==> src/rtl/life_pkg.sv <==
// Shared types and constants for the life automaton generation block.
`timescale 1ns / 1ps
`default_nettype none

package life_pkg;

  localparam int unsigned OP_W    = 2;
  localparam int unsigned COORD_W = 6;
  localparam int unsigned COUNT_W = 4;

  localparam logic [COUNT_W-1:0] LIFE_SURVIVE_LOW  = 4'd2;
  localparam logic [COUNT_W-1:0] LIFE_SURVIVE_HIGH = 4'd3;
  localparam logic [COUNT_W-1:0] LIFE_BIRTH        = 4'd3;

  typedef enum logic [OP_W-1:0] {
    OP_STEP   = 2'd0,
    OP_TOGGLE = 2'd1,
    OP_SET    = 2'd2,
    OP_READ   = 2'd3
  } life_op_t;

  typedef struct packed {
    logic latch;
    logic clr_wr;
    logic rd_row;
    logic rd_edit;
    logic step_first;
    logic step_run;
    logic edit_wr;
    logic load_out;
  } life_cmd_t;

  typedef struct packed {
    life_op_t op;
    logic     in_grid;
    logic     clr_last;
    logic     step_last;
  } life_status_t;

endpackage

`default_nettype wire

==> src/rtl/life_ctrl.sv <==
// Controller: sequences clearing, generation sweeps, cell edits and the result handshake.
`timescale 1ns / 1ps
`default_nettype none

module life_ctrl (
  input  wire                     clk,
  input  wire                     rst,
  input  wire                     s_tvalid,
  output logic                    s_tready,
  output logic                    m_tvalid,
  input  wire                     m_tready,
  input  life_pkg::life_status_t  status,
  output life_pkg::life_cmd_t     cmd
);
  import life_pkg::*;

  typedef enum logic [2:0] {
    S_CLEAR,
    S_IDLE,
    S_DECODE,
    S_STEP_FIRST,
    S_STEP_RUN,
    S_EDIT,
    S_FINISH
  } state_t;

  state_t state;
  state_t state_next;
  logic   out_free;

  assign s_tready = (state == S_IDLE);
  assign out_free = !m_tvalid || m_tready;

  always_comb begin
    cmd        = '0;
    state_next = state;
    case (state)
      S_CLEAR: begin
        cmd.clr_wr = 1'b1;
        if (status.clr_last) begin
          state_next = S_IDLE;
        end
      end
      S_IDLE: begin
        if (s_tvalid) begin
          cmd.latch  = 1'b1;
          state_next = S_DECODE;
        end
      end
      S_DECODE: begin
        if (status.op == OP_STEP) begin
          cmd.rd_row = 1'b1;
          state_next = S_STEP_FIRST;
        end else begin
          cmd.rd_edit = 1'b1;
          state_next  = S_EDIT;
        end
      end
      S_STEP_FIRST: begin
        cmd.step_first = 1'b1;
        cmd.rd_row     = 1'b1;
        state_next     = S_STEP_RUN;
      end
      S_STEP_RUN: begin
        cmd.step_run = 1'b1;
        cmd.rd_row   = 1'b1;
        if (status.step_last) begin
          state_next = S_FINISH;
        end
      end
      S_EDIT: begin
        cmd.edit_wr = status.in_grid && (status.op == OP_TOGGLE || status.op == OP_SET);
        state_next  = S_FINISH;
      end
      S_FINISH: begin
        if (out_free) begin
          cmd.load_out = 1'b1;
          state_next   = S_IDLE;
        end
      end
      default: begin
        state_next = S_IDLE;
      end
    endcase
  end

  always_ff @(posedge clk) begin
    if (rst) begin
      state    <= S_CLEAR;
      m_tvalid <= 1'b0;
    end else begin
      state <= state_next;
      if (cmd.load_out) begin
        m_tvalid <= 1'b1;
      end else if (m_tready) begin
        m_tvalid <= 1'b0;
      end
    end
  end

endmodule

`default_nettype wire

==> config.mk <==
export PLATFORM = sky130hd
export DESIGN_NAME = life_ctrl
export DESIGN_NICKNAME = d
export VERILOG_FILES = /design/src/rtl/life_pkg.sv /design/src/rtl/life_ctrl.sv
export SDC_FILE = /design/constraint.sdc
export NUM_CORES = 1
export LEC_CHECK = 0
export BUFFER_PORTS_ARGS = -buffer_cell sky130_fd_sc_hd__buf_2
export CORE_AREA = 2 2 39 41
export DETAILED_ROUTE_END_ITERATION = 10
export DIE_AREA = 0 0 41 43
export GPL_TIMING_DRIVEN = 0
export SETUP_SLACK_MARGIN = 0.02
export SLEW_MARGIN = 10
export SYNTH_ARGS = -nofsm -noshare
export SYNTH_HDL_FRONTEND = slang
export SYNTH_SLANG_ARGS = --single-unit
==> constraint.sdc <==
create_clock -name clk -period 1.7 [get_ports clk]
set_clock_uncertainty 0.1 [all_clocks]
set_input_delay 0 -clock clk [delete_from_list [all_inputs] [get_ports clk]]
set_output_delay 0 -clock clk [all_outputs]
set_load 0.02 [all_outputs]
---- Word-level counts from Yosys, hierarchy flattened ----
Cells that the tools add are included.
cells by class
  divide/modulo/power cells ............... 0
  shifts and indexed selects .............. 0
  add/sub/neg operators ................... 0
  reduce and logical (&&, ||, !) cells .... 9
  equal/unequal tests ..................... 12
  $mul .................................... 0
  multiplexer cells ....................... 20
  order comparisons ....................... 0
  bitwise logic cells ..................... 0
operators by type and width
  kind                  number
  $pmux W3 S7           1
  $mux W3               5
  $mux W1               13
  $eq A3 B3 Y1 const B  3
  $ne A2 B2 Y1 const B  4
  $eq A3 B2 Y1 const B  2
  $reduce_and A4 Y1     1
  $eq A3 B1 Y1 const B  1
  $logic_not A3 Y1      1
  $eq A2 B1 Y1 const B  1
  $eq A2 B2 Y1 const B  1
  $logic_not A2 Y1      1
  $logic_or A1 B1 Y1    2
  $pmux W1 S2           1
  $reduce_bool A2 Y1    1
  $reduce_or A2 Y1      1
  $logic_and A1 B1 Y1   1
  $logic_not A1 Y1      1
storage, ports and cells
  bits in writable memories ............... 0
  register bits ........................... 4
  bits in read-only memories .............. 0
  bits in latches ......................... 0
  output and inout port bits .............. 10
  memories ................................ 0
  logic and storage cells ................. 43

---- Longest topological paths before layout ----
Gate-level depths: netlist (run 1).
  depth in word-level cells ............... 5
  mapped depth ............................ 5

---- Worst setup path before layout (run 1) ----
No wires, ideal clock.
  path type ............................... reg-to-output
  from .................................... reg state[1]
  to ...................................... out cmd[4] (netlist bit)
  slack ................................... 366 ps
  required time ........................... 1600 ps
  arrival time ............................ 1234 ps
  stages on the path, launching flop included .. 4
  path through ............................ dfxtp_1 buf_4 inv_1 nor4_1
RTL lines
  what                    line             RTL
  from (decl)             life_ctrl.sv:27  state_t state;
  from (signal assigned)  life_ctrl.sv:92  state <= state_next;
  to (decl)               life_ctrl.sv:13  output life_pkg::life_cmd_t cmd

==> results.sh, run 1 <==
export IMPL_p_leak_nw=0.2346
export IMPL_fin_hold_viols=0
export IMPL_mappedNetlistArea_sq_um=341.6
export IMPL_synthFlopType="sky130_fd_sc_hd__dfxtp_1"
export IMPL_die_area_sq_um=1763
export IMPL_worst_skew_pair_late_latency_ns=0.23
export IMPL_routed_via_density=4.622
export IMPL_via_count_of_the_first_global_routing_pass=322
export IMPL_track_usage_pct=11.14
export IMPL_most_common_cell_after_layout_fill_and_taps_aside="sky130_fd_sc_hd__buf_2"
export IMPL_cts_num_sinks=4
export IMPL_placement_rows=14
export IMPL_grtUsageMet3_pct=3.141
export IMPL_synth_edff_count=0
export IMPL_die_width_um=41
export IMPL_grt_overflow_total=0
export IMPL_fp_dieH_um=43
export IMPL_power_total_uw=367.4
export IMPL_finalSetupTns_ns=0
export IMPL_worst_setup_hold_path_clk_slew_ns=0.03
export IMPL_grt_setup_unrepaired="no"
export IMPL_pin_count_of_the_biggest_net_entering_global_routing=11
export IMPL_drtIter0Drc=1
export IMPL_globalRouteMet1Util_pct=16.08
export IMPL_post_synth_top_area_cell="sky130_fd_sc_hd__dfxtp_1"
export IMPL_multi_input_comb_area_sq_um=211.5
export IMPL_critPathMaxFanout=10
export IMPL_core_area_sq_um=1384
export IMPL_worstPathArrival_ns=1.32
export IMPL_cts_tree="done"
export IMPL_antenna_diode_count=0
export IMPL_synth_fp_nets=53
export IMPL_grt_most_used_layer="met1"
export IMPL_ports=19
export IMPL_synth_area_per_cell_sq_um=7.944
export IMPL_hold_class="input port to flop"
export IMPL_first_pass_iters=2
export IMPL_yosys_area_top_type_share_pct=23.44
export IMPL_drc_errors=0
export IMPL_yosys_cell_types_count=23
export IMPL_htreeDepth=1
export IMPL_final_period_minus_worst_setup_slack_ns=1.418
export IMPL_cts_resized=0
export IMPL_dpl_hpwl_um=653.2
export IMPL_sequential_cell_area_sq_um=80.08
export IMPL_synth_seq_cells=4
export IMPL_wl_per_cell_um=10.27
export IMPL_grt_util_met2_pct=13.44
export IMPL_peak_supply_drop_mv=0.2137
export IMPL_grt_pass1_wl_mm=1.276
export IMPL_timing_critical_path_from_type="flop"
export IMPL_layout_nets=78
export IMPL_timing_fmax_mhz=705.4
export IMPL_finalSetupViolations=0
export IMPL_yosysSeqAreaShare_pct=23.44
export IMPL_numPortBuffers=18
export IMPL_layout_drive_gt1_share_pct=39.39
export IMPL_worst_setup_path_type="flop to primary output"
export IMPL_antenna_found_initial=0
export IMPL_ys_async_sr_fraction_pct=0
export IMPL_initial_utilization_pct=24.68
export IMPL_detail_route_antenna_nets=0
export IMPL_synth_top_cells_by_area="sky130_fd_sc_hd__dfxtp_1 (23%), sky130_fd_sc_hd__clkbuf_8 (8.1%), sky130_fd_sc_hd__nand2b_1 (7.3%)"
export IMPL_vias=379
export IMPL_status="finished, final reports clean"
export IMPL_pwr_per_cell_area_nw_per_um2=743.4
export IMPL_cts_root_buf="sky130_fd_sc_hd__clkbuf_4"
export IMPL_slew_headroom_pct=82.92
export IMPL_worstMarginPinSlew_ns=0.2538
export IMPL_slew_viol_final=0
export IMPL_yosysWarningCount=0
export IMPL_wl_um=842
export IMPL_area_growth_synth_to_final_pct=44.69
export IMPL_ctsLongestPathBuffers=2
export IMPL_synthesis_instances=43
export IMPL_nFillCells=153
export IMPL_post_route_util_pct=35.71
export IMPL_cp_required_ns=1.60
export IMPL_max_cap_viol_count=0
export IMPL_routabilityCongestion=0.7602
export IMPL_cts_made_buffers=3
export IMPL_post_cts_setup_driven_buffer_insertion_count=0
export IMPL_layout_worst_path_cycle_share_pct=83.39
export IMPL_timing_critical_path_to_type="primary output"
==> flip-flops by register name (all words and copies together) (netlist names) <==
register and flops:
m_tvalid 1, state 3
==> per-stage QoR <==
stage,area [sq um],hold WS [ns],setup slack [ns],cells
final,494.2,0.04554,0.2823,82
after global routing,494.2,0.1051,0.1860,82
after CTS,494.2,0.04016,0.2786,82
after detailed placement,451.7,0.1601,0.5281,77
after global placement,451.7,0.1498,0.5349,77
after floorplan,341.6,-0.03093,0.3656,43
==> critical path: stages (launching register included) <==
cell and delay (ns):
sky130_fd_sc_hd__dfxtp_1 0.35, sky130_fd_sc_hd__buf_4 0.18, sky130_fd_sc_hd__inv_1 0.09, sky130_fd_sc_hd__nor4_1 0.25, sky130_fd_sc_hd__buf_2 0.22
==> synth_stat cells, types with 2 or more instances <==
| master | instances |
|---|---|
| sky130_fd_sc_hd__nand2_1 | 2 |
| sky130_fd_sc_hd__inv_1 | 4 |
| sky130_fd_sc_hd__clkbuf_8 | 2 |
| sky130_fd_sc_hd__nor3_1 | 4 |
| sky130_fd_sc_hd__nor2_1 | 2 |
| sky130_fd_sc_hd__a21oi_1 | 2 |
| sky130_fd_sc_hd__nand2b_1 | 4 |
| sky130_fd_sc_hd__o21ai_0 | 4 |
| sky130_fd_sc_hd__nor3b_1 | 2 |
| sky130_fd_sc_hd__dfxtp_1 | 4 |
==> repair_timing <==
action,CTS,global route
hold buffers,2,0
endpoints found under the hold margin,4,0
endpoints found under the setup margin,0,0
==> final timing paths <==
path | end | start | slack, ns | depth (start not counted)
max reg2reg | state[0]$_SDFFE_PP0P_ | state[2]$_SDFFE_PP0P_ | 0.54 | 3
min reg2reg | m_tvalid$_SDFFE_PP0P_ | m_tvalid$_SDFFE_PP0P_ | 0.40 | 2
min | state[0]$_SDFFE_PP0P_ | s_tvalid | 0.05 | 4
max | cmd[4] | state[1]$_SDFFE_PP0P_ | 0.28 | 4
==> per-layer routing <==
layer / wire length (um) / vias up
li1: - / 200
met1: 405 / 175
met2: 424 / 4
met3: 12 / 0
met4: 0 / 0
met5: 0 / -
==> layout make-up <==
| class | count | area share (%) |
|---|---|---|
| clock buffer | 3 | 4.557 |
| multi-input combinational | 32 | 42.78 |
| timing repair buffer | 20 | 22.28 |
| inverter | 4 | 3.038 |
| buffer | 3 | 7.089 |
| sequential | 4 | 16.20 |
| tap | 16 | 4.051 |
==> power by group <==
group	switching (mW)	total, mW	internal, mW
Sequential	0.0123	0.115	0.102
Clock	0.0349	0.114	0.0787
Combinational	0.0754	0.139	0.0637
Total	0.123	0.367	0.245
==> logic make-up after synthesis <==
group / synth area share, %
flip-flops: 23.44
AND/OR/NAND/NOR: 32.24
AO/OA/AOI/OAI: 23.08
buffers and inverters: 14.65
adder cells (fa/ha/maj): 3.662
multiplexers: 2.931
Note: power is estimated with default switching activity, not from simulation.
==> run 2, diff against run 1 <==
ABC_AREA = 1   (was unset)
clock period = 1.35 ns   (was 1.7 ns; I/O delays follow)
==> run 2 against run 1 <==
Critical path depth grew 1. Power grew to 3.0 times the previous value. Synthesized cell count grew 42%. Synthesized area grew 5.5%. Final area grew 9.9%. First-iteration DRC count grew 100%. Via count grew 15%. Worst hold slack gained 0.050 ns. Critical path type unchanged. Critical endpoint is now cmd[1]. Largest cell class unchanged. Highest routed layer is now met4.
==> results.sh, run 2 <==
export IMPL_yosys_area_share_simple_pct=47.22
export IMPL_slew_viol_final=0
export IMPL_numPortBuffers=18
export IMPL_worstMarginPinSlew_ns=0.1874
export IMPL_htreeDepth=1
export IMPL_final_period_minus_worst_setup_slack_ns=1.251
export IMPL_synth_edff_count=0
export IMPL_critical_path_cell_chain="buf_6 -> inv_1 -> nand2_1 -> nor2_1 -> buf_2"
export IMPL_synth_fp_nets=71
export IMPL_timing_critical_path_from_type="flop"
export IMPL_critPathTopFamily="buffers and inverters"
export IMPL_vias=434
export IMPL_routed_via_density=4.297
export IMPL_area_after_detailed_placement_sq_um=470.5
export IMPL_dpl_hpwl_um=687.6
export IMPL_critical_path_max_stage_delay_ns=0.30
export IMPL_core_area_sq_um=1384
export IMPL_synth_area_per_cell_sq_um=5.907
export IMPL_layout_worst_path_cycle_share_pct=92.68
export IMPL_sequential_cell_area_sq_um=85.08
export IMPL_yosys_cell_types_count=18
export IMPL_cp_required_ns=1.25
export IMPL_nFillCells=152
export IMPL_finalSetupTns_ns=0
export IMPL_worstPathArrival_ns=1.15
export IMPL_top_regs="state: 3 flops, m_tvalid: 1 flops"
export IMPL_ctsLongestPathBuffers=2
export IMPL_placement_rows=14
export IMPL_grt_pass1_wl_mm=1.338
export IMPL_grt_util_met2_pct=18.75
export IMPL_cts_made_buffers=3
export IMPL_pwr_per_cell_area_nw_per_um2=2026
export IMPL_fp_dieH_um=43
export IMPL_antenna_diode_count=0
export IMPL_worst_setup_hold_path_clk_slew_ns=0.04
export IMPL_timing_fmax_mhz=799.2
export IMPL_via_count_of_the_first_global_routing_pass=392
export IMPL_synth_top_cells_by_count="sky130_fd_sc_hd__inv_1 (13), sky130_fd_sc_hd__nand2_1 (10), sky130_fd_sc_hd__nor2_1 (9), sky130_fd_sc_hd__nand3_1 (6)"
export IMPL_synth_seq_cells=4
export IMPL_fin_hold_viols=0
export IMPL_synth_top_family_by_area="simple AND/OR/NAND/NOR gates"
export IMPL_power_total_mw=1.100
export IMPL_synthFlopType="sky130_fd_sc_hd__dfxtp_1"
export IMPL_synth_xor_area_share_pct=0
export IMPL_die_width_um=41
export IMPL_layout_drive_gt1_share_pct=38.82
export IMPL_timing_critical_path_to_type="primary output"
export IMPL_antenna_found_initial=0
export IMPL_grtUsageMet3_pct=3.141
export IMPL_ys_async_sr_fraction_pct=0
export IMPL_worst_setup_path_type="flop to primary output"
export IMPL_yosysWarningCount=0
export IMPL_ports=19
export IMPL_routabilityCongestion=0.7667
export IMPL_grt_setup_unrepaired="no"
export IMPL_p_leak_nw=0.3137
export IMPL_cts_tree="done"
export IMPL_cts_root_buf="sky130_fd_sc_hd__clkbuf_4"
export IMPL_complex_gate_fraction_of_the_synthesized_area_pct=8.333
export IMPL_wl_um=842
export IMPL_post_cts_setup_driven_buffer_insertion_count=0
export IMPL_grt_overflow_total=0
export IMPL_worst_skew_pair_late_latency_ns=0.24
export IMPL_synthesis_instances=61
export IMPL_yosys_mux_area_fraction_pct=0
export IMPL_most_common_cell_after_layout_fill_and_taps_aside="sky130_fd_sc_hd__buf_2"
export IMPL_area_growth_synth_to_final_pct=50.69
export IMPL_critPathMaxFanout=9
export IMPL_synth_top_cells_by_area="sky130_fd_sc_hd__dfxtp_1 (22%), sky130_fd_sc_hd__inv_1 (14%), sky130_fd_sc_hd__nand2_1 (10%)"
export IMPL_detail_route_antenna_nets=0
export IMPL_slew_headroom_pct=87.37
export IMPL_layout_nets=97
export IMPL_yosys_area_top_type_share_pct=22.22
export IMPL_place_detailed_instances=95
export IMPL_final_instance_count_excl_fill=101
export IMPL_yosysSeqAreaShare_pct=22.22
export IMPL_track_usage_pct=11.65
export IMPL_status="finished, final reports clean"
export IMPL_post_synth_top_area_cell="sky130_fd_sc_hd__dfxtp_1"
export IMPL_peak_supply_drop_mv=0.6935
export IMPL_cp_num_buf_inv=3
export IMPL_hold_class="input port to flop"
export IMPL_pin_count_of_the_biggest_net_entering_global_routing=10
export IMPL_initial_utilization_pct=26.04
export IMPL_drc_errors=0
export IMPL_wl_per_cell_um=8.337
export IMPL_synth_adder_area_share_pct=3.472
export IMPL_globalRouteMet1Util_pct=11.25
export IMPL_mappedNetlistArea_sq_um=360.3
export IMPL_first_pass_iters=4
export IMPL_worst_path_max_delay_cell="sky130_fd_sc_hd__dfxtp_1"
export IMPL_largest_register="state"
export IMPL_multi_input_comb_area_sq_um=227.7
export IMPL_largest_reg_flops=3
export IMPL_grt_most_used_layer="met2"
export IMPL_synth_most_common_cell="sky130_fd_sc_hd__inv_1"
export IMPL_design_area_sq_um=543.0
export IMPL_drtIter0Drc=2
export IMPL_max_cap_viol_count=0
export IMPL_die_area_sq_um=1763
export IMPL_finalSetupViolations=0
export IMPL_cts_num_sinks=4
export IMPL_layout_cells_most_common_list="sky130_fd_sc_hd__buf_2 (18), sky130_fd_sc_hd__inv_1 (13), sky130_fd_sc_hd__nand2_1 (10)"
run 2: timing repair:
action | in CTS | in global routing
hold buffers | 3 | 0
resized for setup | 0 | 6
hold endpoints to repair | 4 | 0
endpoints found under the setup margin | 1 | 9
pin swaps | 0 | 1
run 2: power by group:
| group | switching (mW) | internal [mW] | total (mW) | leakage, nW |
|---|---|---|---|---|
| registers | 0.0659 | 0.171 | 0.237 | 0.0338 |
| clock network | 0.0548 | 0.0998 | 0.155 | 0.0138 |
| logic | 0.447 | 0.261 | 0.709 | 0.266 |
| total | 0.568 | 0.532 | 1.10 | 0.314 |
run 2: metrics by stage:
step / utilization [%] / hold slack (ns) / setup slack (ns)
2_1_floorplan: - / -0.03093 / 0.1723
3_3_place_gp: 34.00 / 0.1165 / 0.1199
3_5_place_dp: 34.00 / 0.1180 / 0.1084
4_1_cts: 37.79 / 0.1065 / 0.01333
5_1_grt: 39.24 / 0.1338 / 0.03150
6_report: 39.24 / 0.09540 / 0.09878
run 2: area by class of cell:
| cell class | count | area share, % |
|---|---|---|
| plain buffers | 1 | 2.074 |
| clock buffers | 3 | 4.147 |
| inverters | 15 | 10.37 |
| multi-input cells | 41 | 41.94 |
| flip-flops and latches | 4 | 15.67 |
| well taps | 16 | 3.687 |
| repair buffers | 21 | 22.12 |
run 2: cell families after synthesis:
family,after synthesis
AOI/OAI and AO/OA,6
adders and majority gates,1
buffers and inverters,16
DFF,4
and+or+nand+nor,34
run 2: routing by layer:
layer	share of wire, %	vias to the layer above
met4	2.3	0
met5	0	-
li1	-	235
met3	6.2	4
met2	50	13
met1	42	182
run 2: path summary, 6_finish.rpt:
kind | from | slack [ns] | cells after the start | to
worst min-delay path | status[1] | 0.1 | 5 | state[0]$_SDFFE_PP0P_
worst min register to register | m_tvalid$_SDFFE_PP0P_ | 0.42 | 2 | m_tvalid$_SDFFE_PP0P_
worst max-delay path | state[1]$_SDFFE_PP0P_ | 0.1 | 5 | cmd[1]
worst max register to register | state[1]$_SDFFE_PP0P_ | 0.17 | 8 | state[2]$_SDFFE_PP0P_
run 2: worst register-to-register path, cell delays in order (launching register included):
cell and delay [ns]:
sky130_fd_sc_hd__dfxtp_1 0.31, sky130_fd_sc_hd__buf_6 0.13, sky130_fd_sc_hd__inv_1 0.09, sky130_fd_sc_hd__nand2_1 0.11, sky130_fd_sc_hd__nand2_1 0.06, sky130_fd_sc_hd__nor2_1 0.12
sky130_fd_sc_hd__nand2_1 0.07, sky130_fd_sc_hd__nand2_1 0.05, sky130_fd_sc_hd__nor2_1 0.04
==> run 3, diff against run 2 <==
GPL_TIMING_DRIVEN = unset   (was 0)
==> run 3 against run 2 <==
Register-to-register slack improved by 0.02 ns. Worst hold slack improved by 0.015 ns. Critical path depth did not move. Flip-flop and latch count did not move. Final area fell by 0.46%. Combinational power fell by 3.0%. Routed wire length fell by 4.9%. Critical path type unchanged. Largest cell class unchanged.
==> results.sh, run 3 (synthesis results as in run 2) <==
export IMPL_numPortBuffers=18
export IMPL_power_total_mw=1.081
export IMPL_p_leak_nw=0.3139
export IMPL_timing_critical_path_from_type="flop"
export IMPL_slew_headroom_pct=84.91
export IMPL_die_width_um=41
export IMPL_first_pass_iters=2
export IMPL_grt_overflow_total=0
export IMPL_via_count_of_the_first_global_routing_pass=365
export IMPL_area_growth_synth_to_final_pct=50.00
export IMPL_hold_class="input port to flop"
export IMPL_track_usage_pct=11.46
export IMPL_finalSetupViolations=0
export IMPL_grt_setup_unrepaired="no"
export IMPL_worstPathArrival_ns=1.13
export IMPL_holdWs_ns=0.1101
export IMPL_timing_critical_path_to_type="primary output"
export IMPL_worst_setup_hold_path_clk_slew_ns=0.03
export IMPL_finalSetupTns_ns=0
export IMPL_cts_tree="done"
export IMPL_post_cts_setup_driven_buffer_insertion_count=0
export IMPL_final_period_minus_worst_setup_slack_ns=1.225
export IMPL_layout_nets=97
export IMPL_worst_skew_pair_late_latency_ns=0.23
export IMPL_pwr_per_cell_area_nw_per_um2=2000
export IMPL_critical_path_reg2reg_endpoint="state[2]$_SDFFE_PP0P_"
export IMPL_sequential_cell_area_sq_um=83.83
export IMPL_antenna_diode_count=0
export IMPL_core_area_sq_um=1384
export IMPL_cp_required_ns=1.25
export IMPL_vias=417
export IMPL_nFillCells=146
export IMPL_largest_reg_flops=3
export IMPL_hold_path_endpoint="state[0]$_SDFFE_PP0P_"
export IMPL_htreeDepth=1
export IMPL_dpl_hpwl_um=689
export IMPL_die_area_sq_um=1763
export IMPL_cts_num_sinks=4
export IMPL_design_area_sq_um=540.5
export IMPL_peak_supply_drop_mv=0.6829
export IMPL_critPathMaxFanout=4
export IMPL_placement_rows=14
export IMPL_cts_made_buffers=3
export IMPL_routabilityCongestion=0.7354
export IMPL_layout_cells_most_common_list="sky130_fd_sc_hd__buf_2 (17), sky130_fd_sc_hd__inv_1 (13), sky130_fd_sc_hd__nand2_1 (10)"
export IMPL_largest_register="state"
export IMPL_detail_route_antenna_nets=0
export IMPL_fp_dieH_um=43
export IMPL_r2r_setup_slack_ns=0.19
export IMPL_wl_um=801
export IMPL_routed_via_density=4.129
export IMPL_cts_root_buf="sky130_fd_sc_hd__clkbuf_4"
export IMPL_layout_worst_path_cycle_share_pct=90.74
export IMPL_grt_pass1_wl_mm=1.311
export IMPL_multi_input_comb_area_sq_um=227.7
export IMPL_top_regs="state: 3 flops, m_tvalid: 1 flops"
export IMPL_fin_hold_viols=0
export IMPL_area_after_detailed_placement_sq_um=466.7
export IMPL_worst_reg2reg_path_length_in_cells=7
export IMPL_most_common_cell_after_layout_fill_and_taps_aside="sky130_fd_sc_hd__buf_2"
export IMPL_timing_fmax_mhz=816.3
export IMPL_worstMarginPinSlew_ns=0.2240
export IMPL_status="finished, final reports clean"
export IMPL_initial_utilization_pct=26.04
export IMPL_slew_viol_final=0
export IMPL_timing_hold_worst_path_depth=5
export IMPL_antenna_found_initial=0
export IMPL_layout_drive_gt1_share_pct=40.00
export IMPL_timing_hold_worst_start="status[1]"
export IMPL_drtIter0Drc=2
export IMPL_wl_per_cell_um=7.931
export IMPL_drc_errors=0
export IMPL_ports=19
export IMPL_max_cap_viol_count=0
export IMPL_pin_count_of_the_biggest_net_entering_global_routing=8
export IMPL_critical_path_reg2reg_startpoint="state[1]$_SDFFE_PP0P_"
export IMPL_ctsLongestPathBuffers=2
export IMPL_worst_setup_path_type="flop to primary output"
run 3: cell count changes in the layout (fill, tap and decap cells not counted):
cell	before	now
sky130_fd_sc_hd__buf_6	1	0
sky130_fd_sc_hd__buf_2	18	17
sky130_fd_sc_hd__dfxtp_1	2	1
sky130_fd_sc_hd__dfxtp_2	1	3
sky130_fd_sc_hd__dfxtp_4	1	0
sky130_fd_sc_hd__buf_4	0	2
run 3: stage by stage:
stage               setup slack, ns  instances  utilization [%]
finish                       0.1250        101            39.06
global route                0.02888        101            39.06
global placement            0.09750         95            33.73
detailed placement           0.1143         95            33.73
CTS                         0.04660        101            37.61
floorplan                    0.1723         61                -
run 3: final cells by class:
| type | instances | share of cell area, % |
|---|---|---|
| inverter | 15 | 10.42 |
| multi-input combinational | 41 | 42.13 |
| timing repair buffer | 22 | 24.07 |
| clock buffer | 3 | 4.167 |
| tap | 16 | 3.704 |
| sequential | 4 | 15.51 |
run 3: how the worst max path moves through the flow:
stage | from | endpoint
2_1_floorplan | state[0]$_SDFFE_PP0P_ | cmd[7]
4_1_cts | state[2]$_SDFFE_PP0P_ | cmd[7]
5_1_grt | state[0]$_SDFFE_PP0P_ | cmd[7]
6_report | state[0]$_SDFFE_PP0P_ | cmd[7]
3_5_place_dp | state[1]$_SDFFE_PP0P_ | state[2]$_SDFFE_PP0P_
3_3_place_gp | state[1]$_SDFFE_PP0P_ | state[2]$_SDFFE_PP0P_
run 3: where the power goes:
group          switching, mW  internal [mW]  total, mW
clock                 0.0439         0.0991      0.143
sequential            0.0814          0.168      0.250
combinational          0.433          0.256      0.688
run 3: critical path, stage by stage, from the launching register on:
cell and delay, ns:
sky130_fd_sc_hd__dfxtp_2 0.37, sky130_fd_sc_hd__inv_2 0.07, sky130_fd_sc_hd__nor2_4 0.11, sky130_fd_sc_hd__inv_1 0.08, sky130_fd_sc_hd__nor3_2 0.10, sky130_fd_sc_hd__buf_4 0.16
run 3: repair_timing:
item                                   in CTS  in global routing
endpoints found under the hold margin       4                  0
hold buffers                                3                  0
resized for setup                           1                  6
setup endpoints to repair                   1                  8
run 3: metal layers:
| metal | track usage (%) | share of wire [%] | wire length (um) |
|---|---|---|---|
| met5 | 0 | 0 | 0 |
| met4 | 8.000 | 1.1 | 9 |
| met3 | 4.712 | 4.6 | 37 |
| met2 | 17.50 | 52 | 413 |
| met1 | 11.94 | 42 | 340 |
